File: config.mk
export PLATFORM = sky130hd
export DESIGN_NAME = url_target_decoder
export DESIGN_NICKNAME = d
export VERILOG_FILES = /design/src/rtl/url_td_pkg.sv /design/src/rtl/url_target_decoder.sv /design/src/rtl/url_td_core.sv
export SDC_FILE = /design/constraint.sdc
export NUM_CORES = 1
export LEC_CHECK = 0
export BUFFER_PORTS_ARGS = -buffer_cell sky130_fd_sc_hd__buf_4
export CORE_MARGIN = 2
export CORE_UTILIZATION = 62
export DETAILED_ROUTE_END_ITERATION = 10
export PLACE_DENSITY = 0.85
export SYNTH_ARGS = -nofsm -noshare
export SYNTH_HDL_FRONTEND = slang
export SYNTH_HIERARCHICAL = 1
export SYNTH_SLANG_ARGS = --single-unit
export TNS_END_PERCENT = 5
File: constraint.sdc
create_clock -name clk -period 7.8 [get_ports clk]
set_input_delay 0.39 -clock clk [delete_from_list [all_inputs] [get_ports clk]]
set_output_delay 0.39 -clock clk [all_outputs]
set_load 0.02 [all_outputs]
File: src/rtl/url_td_pkg.sv
// ---------------------------------------------------------------------------
// url_td_pkg
// Types, result codes and helpers shared by the request target decoder.
// ---------------------------------------------------------------------------
package url_td_pkg;

  typedef struct packed {
    logic [7:0] raw_byte;
    logic       is_final;
  } in_item_t;

  typedef struct packed {
    logic [2:0] kind;
    logic [7:0] decoded_byte;
    logic       key_empty;
    logic       bad_target;
    logic       run_end;
  } out_item_t;

  localparam int unsigned MAX_RES = 3;

  typedef struct packed {
    logic [1:0] count;
    out_item_t  res0;
    out_item_t  res1;
    out_item_t  res2;
  } bundle_t;

  localparam logic [2:0] KIND_PATH       = 3'd0;
  localparam logic [2:0] KIND_KEY        = 3'd1;
  localparam logic [2:0] KIND_VALUE      = 3'd2;
  localparam logic [2:0] KIND_PAIR_END   = 3'd3;
  localparam logic [2:0] KIND_TARGET_END = 3'd4;

  localparam logic [1:0] REG_PATH  = 2'd0;
  localparam logic [1:0] REG_KEY   = 2'd1;
  localparam logic [1:0] REG_VALUE = 2'd2;

  localparam logic [1:0] ESC_NONE = 2'd0;
  localparam logic [1:0] ESC_HIGH = 2'd1;
  localparam logic [1:0] ESC_LOW  = 2'd2;

  localparam logic [7:0] CH_PLUS    = 8'h2B;
  localparam logic [7:0] CH_PERCENT = 8'h25;
  localparam logic [7:0] CH_QUERY   = 8'h3F;
  localparam logic [7:0] CH_AMP     = 8'h26;
  localparam logic [7:0] CH_EQUALS  = 8'h3D;
  localparam logic [7:0] CH_SLASH   = 8'h2F;
  localparam logic [7:0] CH_SPACE   = 8'h20;

  // {valid, nibble}
  function automatic logic [4:0] hex_digit(input logic [7:0] c);
    logic [4:0] r;
    r = 5'd0;
    if (c >= 8'h30 && c <= 8'h39) begin
      r = {1'b1, 4'(c - 8'h30)};
    end else if (c >= 8'h61 && c <= 8'h66) begin
      r = {1'b1, 4'(c - 8'h57)};
    end else if (c >= 8'h41 && c <= 8'h46) begin
      r = {1'b1, 4'(c - 8'h37)};
    end
    return r;
  endfunction

endpackage

File: src/rtl/url_target_decoder.sv
// ---------------------------------------------------------------------------
// url_target_decoder
// Streaming percent-decoder and query splitter for an HTTP request target.
// ---------------------------------------------------------------------------
// Input channel target_*: one encoded byte per beat, is_final on the last
// byte of a target. Output channel result_*: decoded path/key/value bytes,
// pair-end markers and one target-end marker per target, run_end on the
// last result caused by an input beat.
// Each accepted byte is decoded in the accept cycle into a bundle of zero to
// three results held in a result register; results appear in the cycle
// after the byte is taken. While result_stall is low the result register
// drains one result per cycle, and plain bytes, giving at most one result,
// stream at one per cycle; a byte giving two or three results holds the
// input while the bundle drains. A byte with no result puts nothing on the
// output.
// When result_stall is high the held result stays put, and target_stall
// rises as soon as the result register cannot take the next bundle.
// Reset (rst, synchronous) drops any held results and returns the parser to
// the start of a path.
// ---------------------------------------------------------------------------
module url_target_decoder
  import url_td_pkg::*;
(
  input  logic      clk,
  input  logic      rst,
  input  logic      target_valid,
  output logic      target_stall,
  input  in_item_t  target_beat,
  output logic      result_valid,
  input  logic      result_stall,
  output out_item_t result_beat
);

  bundle_t    bundle;
  logic       fire;
  logic       take;
  logic       last;
  logic       held;
  logic [1:0] count;
  logic [1:0] idx;
  out_item_t  res [MAX_RES];

  url_td_core u_core (
    .clk    (clk),
    .rst    (rst),
    .fire   (fire),
    .item   (target_beat),
    .bundle (bundle)
  );

  assign take         = held && !result_stall;
  assign last         = (idx == count - 2'd1);
  assign target_stall = held && !(take && last);
  assign fire         = target_valid && !target_stall;
  assign result_valid = held;

  always_comb begin
    case (idx)
      2'd0:    result_beat = res[0];
      2'd1:    result_beat = res[1];
      default: result_beat = res[2];
    endcase
  end

  always_ff @(posedge clk) begin
    if (rst) begin
      held <= 1'b0;
      idx  <= 2'd0;
    end else begin
      if (take) begin
        if (last) held <= 1'b0;
        else idx <= idx + 2'd1;
      end
      if (fire && bundle.count != 2'd0) begin
        held <= 1'b1;
        idx  <= 2'd0;
      end
    end
  end

  always_ff @(posedge clk) begin
    if (fire && bundle.count != 2'd0) begin
      count  <= bundle.count;
      res[0] <= bundle.res0;
      res[1] <= bundle.res1;
      res[2] <= bundle.res2;
    end
  end

endmodule

File: src/rtl/url_td_core.sv
// ---------------------------------------------------------------------------
// url_td_core
// Parser state and per-byte decode; yields the result bundle of one beat.
// ---------------------------------------------------------------------------
module url_td_core
  import url_td_pkg::*;
(
  input  logic     clk,
  input  logic     rst,
  input  logic     fire,
  input  in_item_t item,
  output bundle_t  bundle
);

  logic [1:0] region, region_next;
  logic [1:0] esc, esc_next;
  logic [3:0] hi, hi_next;
  logic       first, first_next;
  logic       pair_has, pair_has_next;
  logic       key_has, key_has_next;
  logic       disc, disc_next;

  always_comb begin
    logic [7:0] b;
    logic [4:0] h;
    logic       err;
    logic       dv;
    logic [7:0] dbyte;
    logic       pe;
    logic       pe_empty;
    logic [1:0] n;
    out_item_t  r [MAX_RES];

    b             = item.raw_byte;
    h             = hex_digit(b);
    err           = 1'b0;
    dv            = 1'b0;
    dbyte         = 8'd0;
    pe            = 1'b0;
    pe_empty      = 1'b0;
    region_next   = region;
    esc_next      = esc;
    hi_next       = hi;
    first_next    = first;
    pair_has_next = pair_has;
    key_has_next  = key_has;
    disc_next     = disc;

    if (!disc) begin
      if (first) begin
        first_next = 1'b0;
        if (b != CH_SLASH) err = 1'b1;
      end
      if (!err) begin
        if (region != REG_PATH && !(esc == ESC_NONE && b == CH_AMP)) pair_has_next = 1'b1;
        if (esc == ESC_HIGH) begin
          if (!h[4]) err = 1'b1;
          else begin
            hi_next  = h[3:0];
            esc_next = ESC_LOW;
          end
        end else if (esc == ESC_LOW) begin
          if (!h[4]) err = 1'b1;
          else begin
            dv       = 1'b1;
            dbyte    = {hi, h[3:0]};
            esc_next = ESC_NONE;
          end
        end else if (b == CH_PERCENT) begin
          esc_next = ESC_HIGH;
        end else if (region == REG_PATH && b == CH_QUERY) begin
          region_next   = REG_KEY;
          pair_has_next = 1'b0;
          key_has_next  = 1'b0;
        end else if (region != REG_PATH && b == CH_AMP) begin
          if (pair_has) begin
            pe       = 1'b1;
            pe_empty = !key_has;
          end
          pair_has_next = 1'b0;
          key_has_next  = 1'b0;
          region_next   = REG_KEY;
        end else if (region == REG_KEY && b == CH_EQUALS) begin
          region_next = REG_VALUE;
        end else begin
          dv    = 1'b1;
          dbyte = (b == CH_PLUS) ? CH_SPACE : b;
        end
        if (dv && region == REG_KEY) key_has_next = 1'b1;
      end
      if (err) disc_next = 1'b1;
      if (item.is_final && !disc_next) begin
        if (esc_next != ESC_NONE) disc_next = 1'b1;
        else if (region_next != REG_PATH && pair_has_next) begin
          pe       = 1'b1;
          pe_empty = !key_has_next;
        end
      end
    end

    for (int i = 0; i < MAX_RES; i++) r[i] = '0;
    n = 2'd0;
    if (dv) begin
      r[n].kind         = {1'b0, region};
      r[n].decoded_byte = dbyte;
      n                 = n + 2'd1;
    end
    if (pe) begin
      r[n].kind      = KIND_PAIR_END;
      r[n].key_empty = pe_empty;
      n              = n + 2'd1;
    end
    if (item.is_final) begin
      r[n].kind       = KIND_TARGET_END;
      r[n].bad_target = disc_next;
      n               = n + 2'd1;
    end
    if (n != 2'd0) r[n - 2'd1].run_end = 1'b1;

    bundle.count = n;
    bundle.res0  = r[0];
    bundle.res1  = r[1];
    bundle.res2  = r[2];

    if (item.is_final) begin
      region_next   = REG_PATH;
      esc_next      = ESC_NONE;
      hi_next       = 4'd0;
      first_next    = 1'b1;
      pair_has_next = 1'b0;
      key_has_next  = 1'b0;
      disc_next     = 1'b0;
    end
  end

  always_ff @(posedge clk) begin
    if (rst) begin
      region   <= REG_PATH;
      esc      <= ESC_NONE;
      hi       <= 4'd0;
      first    <= 1'b1;
      pair_has <= 1'b0;
      key_has  <= 1'b0;
      disc     <= 1'b0;
    end else if (fire) begin
      region   <= region_next;
      esc      <= esc_next;
      hi       <= hi_next;
      first    <= first_next;
      pair_has <= pair_has_next;
      key_has  <= key_has_next;
      disc     <= disc_next;
    end
  end

endmodule
==> flow_summary.json, run 1 <==
{
  "status": "completed",
  "numCtsBuffers": 9,
  "via_per_inst": 5.955,
  "cap_viol_max_count": 0,
  "required_ns": 7.74,
  "syn2layout_area_growth_pct": 11.90,
  "cp.arrival_ns": 4.14,
  "critPathLaunchType": "primary input",
  "hold_class": "primary input to flip-flop",
  "wl_per_cell_um": 15.82,
  "crit_fanout": 44,
  "grt_pass1_wl_mm": 11.38,
  "syn_area_per_cell_um2": 10.51,
  "insertion_delay_ns": 0.34,
  "design_area_um2": 3765,
  "place.gp.congestion": 0.9665,
  "grt_use_total_pct": 24.42,
  "post-place-ws_ns": 3.326,
  "vdd_ir_drop_max_mv": 0.1362,
  "crit_path_end_kind": "flip-flop",
  "holdBufCountCts": 0,
  "max_slew.worst_pin.slew_ns": 1.112,
  "io_buffers": 28,
  "cts_max_level": 3,
  "synth_cells": 320,
  "netlist_area_um2": 3364,
  "instances_no_fill": 423,
  "power.leakage_nw": 1.501,
  "die_area_um2": 6032,
  "powerDensity_nw_per_um2": 216.2,
  "ys.flop_type": "edfxtp_1",
  "grt_start_max_net_pins": 45,
  "drc": 0,
  "rows": 26,
  "grt_overflow_total": 0,
  "layout.nets": 372,
  "ant_nets": 0,
  "yosys.area.top_type_share_pct": 39.27,
  "holdWs_ns": 0.2886,
  "ff2ff_path_depth": 11,
  "yosysUniqueCellTypes": 67,
  "routed_wl_mm": 6.690,
  "die-width_um": 77.67,
  "ios": 29,
  "fmax_ghz": 0.2385,
  "drtIter0Drc": 214,
  "relSlewSlack_pct": 25.70,
  "power.total_mw": 0.8141,
  "finalSetupTns_ns": 0,
  "drive_gt1_share_pct": 17.56,
  "synth_edf_count": 44,
  "layout_commonest_cell": "edfxtp_1",
  "antenna_found_initial": 0,
  "vias": 2519,
  "coreArea_um2": 5172,
  "first_global_vias": 2292,
  "cts-root-buf": "clkbuf_8",
  "cts_num_sinks": 59,
  "postCtsSetupBuffers": 0,
  "hold_depth": 2,
  "synth_top_area_cell": "edfxtp_1",
  "clockBufferDepth": 2,
  "seq_area_frac_synth_pct": 48.20,
  "diodes": 0,
  "dpl_cell_area_um2": 3533,
  "clk_pin_slew_worst_paths_ns": 0.07,
  "worst_slack_ns": 3.608,
  "slew_viol_final": 0,
  "dp.cells": 407,
  "fillCellCount": 353,
  "utilization_pct": 72.79,
  "die_h_um": 77.67,
  "ys_warn_count": 6,
  "finalSetupViolCount": 0,
  "cts_resized": 0,
  "first_pass_iters": 4,
  "layout_min_cycle_time_ns": 4.192,
  "hold_viol_final": 0,
  "ys_top_cells_by_area": "edfxtp_1 (39%), dfxtp_1 (8.9%), a22oi_1 (4.5%), buf_4 (4.5%), ha_1 (4.1%)",
  "finClkSkew_ns": 0.01348,
  "rsz0062_at_grt": "no",
  "cts_tree": "done",
  "start_util_pct": 65.05,
  "most-common-layout-cells": "edfxtp_1 (44), nand2_1 (34), buf_4 (30)",
  "period_share_pct": 53.75,
  "synth_seq_cells": 59,
  "synth-async-reset-ratio_pct": 0,
  "critPathKind": "primary input to flip-flop",
  "hpwl_mm": 4.768
}
[metal layers]
layer  vias up  track usage [%]  routed length (um)  share of wire [%]
met3        23            4.884                 478                7.1
met1      1166            34.08                2971                 44
li1       1203                -                   -                  -
met5         -                0                   0                  0
met4         0            12.50                 244                3.6
met2       127            36.21                2996                 45
[where the power goes]
group	switching [mW]	internal [mW]	leakage (nW)	total, mW
Sequential	0.00920	0.364	0.541	0.373
Combinational	0.0730	0.0422	0.842	0.115
Clock	0.116	0.210	0.118	0.326
Total	0.198	0.616	1.50	0.814
[kinds of logic (layout without fill, tap and decap cells)]
group	after synthesis	count (layout)	share of synthesized area, %
muxes	4	4	1.376
other	1	19	0.1115
DFF	59	59	48.20
and+or+nand+nor	110	110	17.59
buffers and inverters	47	62	8.219
xor gates and xnor gates	4	4	1.265
AOI/OAI and AO/OA	84	84	19.15
adders and majority gates	11	11	4.091
[final timing paths]
check                                      start           end  slack (ns)
worst max register to register  u_core/region[0]    res[0][24]        3.66
worst min register to register      u_core/hi[3]  u_core/hi[3]        0.48
worst max-delay path              target_beat[8]    res[0][24]        3.61
worst min-delay path                         rst  result_valid        0.29
[synthesized netlist by cell type, types with 3 or more instances]
cell / n
nor2b_1: 5
a22oi_1: 20
buf_4: 20
nor3_1: 8
o21ai_0: 6
clkbuf_1: 6
nor4b_1: 3
a31oi_1: 3
a21o_1: 3
nand2_1: 34
and2_1: 7
a311oi_1: 3
a211oi_1: 6
nand2b_1: 8
nand4_1: 4
o2bb2ai_1: 4
inv_1: 14
nand3_1: 5
o21a_1: 4
ha_1: 11
dfxtp_1: 15
edfxtp_1: 44
a21oi_1: 12
nor2_1: 21
buf_6: 3
[area by class of cell]
class	instances	area (um2)	area share, %
Timing Repair Buffer	30	225.2	5.982
Sequential cell	59	1622	43.07
Clock inverter	6	103.9	2.758
Tap cell	70	87.58	2.326
Multi-Input combinational cell	232	1539	40.88
Inverter	16	60.06	1.595
Clock buffer	10	127.6	3.390
[flip-flops by register name, indices dropped and copies added (netlist names), 2 cells and up]
signal	cells
res	42
idx	2
count	2
u_core/region	2
u_core/hi	4
u_core/esc	2
[critical path, stage by stage]
cell and delay, ns:
buf_4 0.13, nor4b_1 0.69, a31oi_1 0.28, o211ai_1 0.36, a31oi_4 0.18, or2_1 0.26, ha_1 0.30, ha_1 0.36
o21ai_0 0.24, nor2_4 0.92
Note: power is estimated with default switching activity, not from simulation.
==> run 2, diff against run 1 <==
--- a/config.mk
+++ b/config.mk
@@ -5,11 +5,12 @@
 export SDC_FILE = /design/constraint.sdc
 export NUM_CORES = 1
 export LEC_CHECK = 0
+export ABC_AREA = 1
 export BUFFER_PORTS_ARGS = -buffer_cell sky130_fd_sc_hd__buf_4
 export CORE_MARGIN = 2
-export CORE_UTILIZATION = 62
+export CORE_UTILIZATION = 61
 export DETAILED_ROUTE_END_ITERATION = 10
-export PLACE_DENSITY = 0.85
+export PLACE_DENSITY = 0.84
 export SYNTH_ARGS = -nofsm -noshare
 export SYNTH_HDL_FRONTEND = slang
 export SYNTH_HIERARCHICAL = 1
==> constraint.sdc (replaced) <==
create_clock -name clk -period 4.2 [get_ports clk]
set_input_delay 0.21 -clock clk [delete_from_list [all_inputs] [get_ports clk]]
set_output_delay 0.21 -clock clk [all_outputs]
set_load 0.02 [all_outputs]
==> run 2 against run 1 <==
Effect of this change:
- global-route usage grew 0.55 points
- non-clock buffer count shrank 1
- combinational power grew 100%
- largest power group unchanged
- sequential share of layout area shrank 0.057 points
- critical path depth grew 7
- final cell count grew 23%
- largest cell class unchanged
==> flow_summary.json, run 2 <==
{
  "clockBufferDepth": 2,
  "synth_seq_cells": 59,
  "yosysMostFrequentCell": "nand2_1",
  "hold_viol_final": 0,
  "most-common-layout-cells": "nand2_1 (120), inv_1 (56), edfxtp_1 (44)",
  "grt_start_max_net_pins": 45,
  "ys_warn_count": 6,
  "layout.nets": 470,
  "seq_area_frac_synth_pct": 47.77,
  "wl_per_cell_um": 13.20,
  "die_area_um2": 6177,
  "diodes": 0,
  "required_ns": 4.22,
  "relSlewSlack_pct": 58.82,
  "cts_resized": 0,
  "ys.flop_type": "edfxtp_1",
  "syn_area_per_cell_um2": 8.160,
  "wl_met3_um": 319,
  "period_share_pct": 86.38,
  "synth_cells": 416,
  "largest_register_ffs": 42,
  "place.gp.congestion": 0.9859,
  "cts_max_level": 3,
  "met2_length_mm": 3.484,
  "netlist_area_um2": 3395,
  "crit_fanout": 44,
  "synth_top_area_cell": "edfxtp_1",
  "start_util_pct": 62.41,
  "clk_pin_slew_worst_paths_ns": 0.06,
  "io_buffers": 28,
  "largestRegisters": "res x42, u_core/hi x4",
  "numCtsBuffers": 9,
  "powerDensity_nw_per_um2": 385.8,
  "top_layer": "met4",
  "yosys.area.top_type_share_pct": 38.92,
  "instances_no_fill": 521,
  "critPathLaunchType": "flip-flop",
  "max_slew.worst_pin.slew_ns": 0.6170,
  "syn2layout_area_growth_pct": 11.06,
  "die_h_um": 78.60,
  "hold_class": "primary input to flip-flop",
  "yosysUniqueCellTypes": 30,
  "finClkSkew_ns": 0.004366,
  "ios": 29,
  "layout_min_cycle_time_ns": 3.628,
  "drc": 0,
  "crit_path_end_kind": "flip-flop",
  "cp.arrival_ns": 3.65,
  "vias": 2675,
  "power.leakage_nw": 1.724,
  "ant_nets": 0,
  "synthTopCellsByCount": "nand2_1 (120), inv_1 (56), edfxtp_1 (44), nor2_1 (33), nand3_1 (25)",
  "grt_pass1_wl_mm": 11.83,
  "first_pass_iters": 4,
  "routed_wl_mm": 6.877,
  "drtIter0Drc": 214,
  "insertion_delay_ns": 0.32,
  "first_global_vias": 2603,
  "slew_viol_final": 0,
  "synth_edf_count": 44,
  "critPathKind": "flip-flop to flip-flop",
  "dp.cells": 507,
  "finalSetupTns_ns": 0,
  "via_per_inst": 5.134,
  "antenna_found_initial": 0,
  "rsz0062_at_grt": "no",
  "fmax_ghz": 0.2757,
  "coreArea_um2": 5439,
  "cts_num_sinks": 59,
  "largest_register": "res",
  "drive_gt1_share_pct": 15.14,
  "synth-async-reset-ratio_pct": 0,
  "hpwl_mm": 5.007,
  "holdBufCountCts": 0,
  "wirelength_met1_mm": 3.008,
  "grt_use_total_pct": 24.98,
  "status": "completed",
  "finalSetupViolCount": 0,
  "layout_commonest_cell": "nand2_1",
  "cap_viol_max_count": 0,
  "die-width_um": 78.60,
  "grt_overflow_total": 0,
  "rows": 27,
  "ys_top_cells_by_area": "edfxtp_1 (39%), nand2_1 (13%), dfxtp_1 (8.8%), inv_1 (6.2%), buf_4 (4.6%)",
  "cts_tree": "done",
  "vdd_ir_drop_max_mv": 0.2316,
  "cts-root-buf": "clkbuf_8",
  "postCtsSetupBuffers": 0
}
-- run 2: cell count changes after synthesis, sizes merged, moves of 5 or more --
cell,change
a211oi,-8
a21oi,+5
a22oi,-5
and2,-7
inv,+45
nand2,+95
nand2b,-8
nand3,+24
nor2,+18
nor2b,-5
nor3,-6
-- run 2: cell type report --
| type | instances | area, um2 |
|---|---|---|
| Clock buffer | 10 | 127.6 |
| Multi-Input combinational cell | 286 | 1416 |
| Timing Repair Buffer | 29 | 217.7 |
| Sequential cell | 59 | 1622 |
| Fill cell | 435 | 1669 |
| Tap cell | 72 | 90.09 |
| Clock inverter | 4 | 67.56 |
| Inverter | 61 | 229.0 |
-- run 2: power by group --
| group | switching, mW | internal (mW) |
|---|---|---|
| sequential | 0.0156 | 0.679 |
| combinational | 0.156 | 0.0777 |
| clock | 0.202 | 0.324 |
-- run 2: worst paths after layout --
check                           slack (ns)  depth (start not counted)              end             start
worst min register to register        0.48                          2  u_core/pair_has   u_core/pair_has
worst min-delay path                  0.15                          2     u_core/hi[2]               rst
worst max register to register        0.57                         17        res[0][2]  u_core/region[0]
worst max-delay path                  0.57                         17        res[0][2]  u_core/region[0]
-- run 2: logic make-up (layout without fill, tap and decap cells) --
logic type / after synthesis / in the layout / synth area share [%]
simple gates: 209 / 209 / 27.02
buf+inv: 89 / 104 / 12.50
flops: 59 / 59 / 47.77
compound gates: 46 / 46 / 8.294
fa+ha+maj: 11 / 11 / 4.054
other cells: 1 / 19 / 0.1105
xor+xnor: 1 / 1 / 0.2581
-- run 2: through the flow --
stage / total power, mW / instance area [um2] / hold WS [ns] / setup slack (ns) / util, %
finish: 1.454 / 3770 / 0.1511 / 0.5722 / 69.31
floorplan: 0.8714 / 3462 / 0.3631 / 0.6988 / -
global placement: 0.9294 / 3575 / 0.4530 / 0.6522 / 65.72
detailed placement: 0.9366 / 3575 / 0.4704 / 0.5797 / 65.72
CTS: 1.465 / 3770 / 0.1296 / 0.6265 / 69.31
global route: 1.518 / 3770 / 0.1617 / 0.3679 / 69.31
-- run 2: critical path, stage by stage, from the launching register on --
cell and delay, ns:
dfxtp_1 0.41, inv_1 0.06, nor2_1 0.22, nand4_1 0.12, nor2_1 0.21, nor2_1 0.10, nand3_1 0.10, nand2_1 0.07
nand3_1 0.34, inv_1 0.19, ha_1 0.26, o21ai_0 0.37, inv_1 0.16, nor2_1 0.19, inv_1 0.08, nand4_2 0.10
inv_1 0.05, buf_4 0.28
-- run 2: layer usage --
| metal | vias up | global-route usage [%] |
|---|---|---|
| met5 | - | 0 |
| met4 | 0 | 9.649 |
| met3 | 6 | 4.598 |
| met2 | 80 | 43.08 |
| met1 | 1221 | 31.06 |
| li1 | 1368 | - |
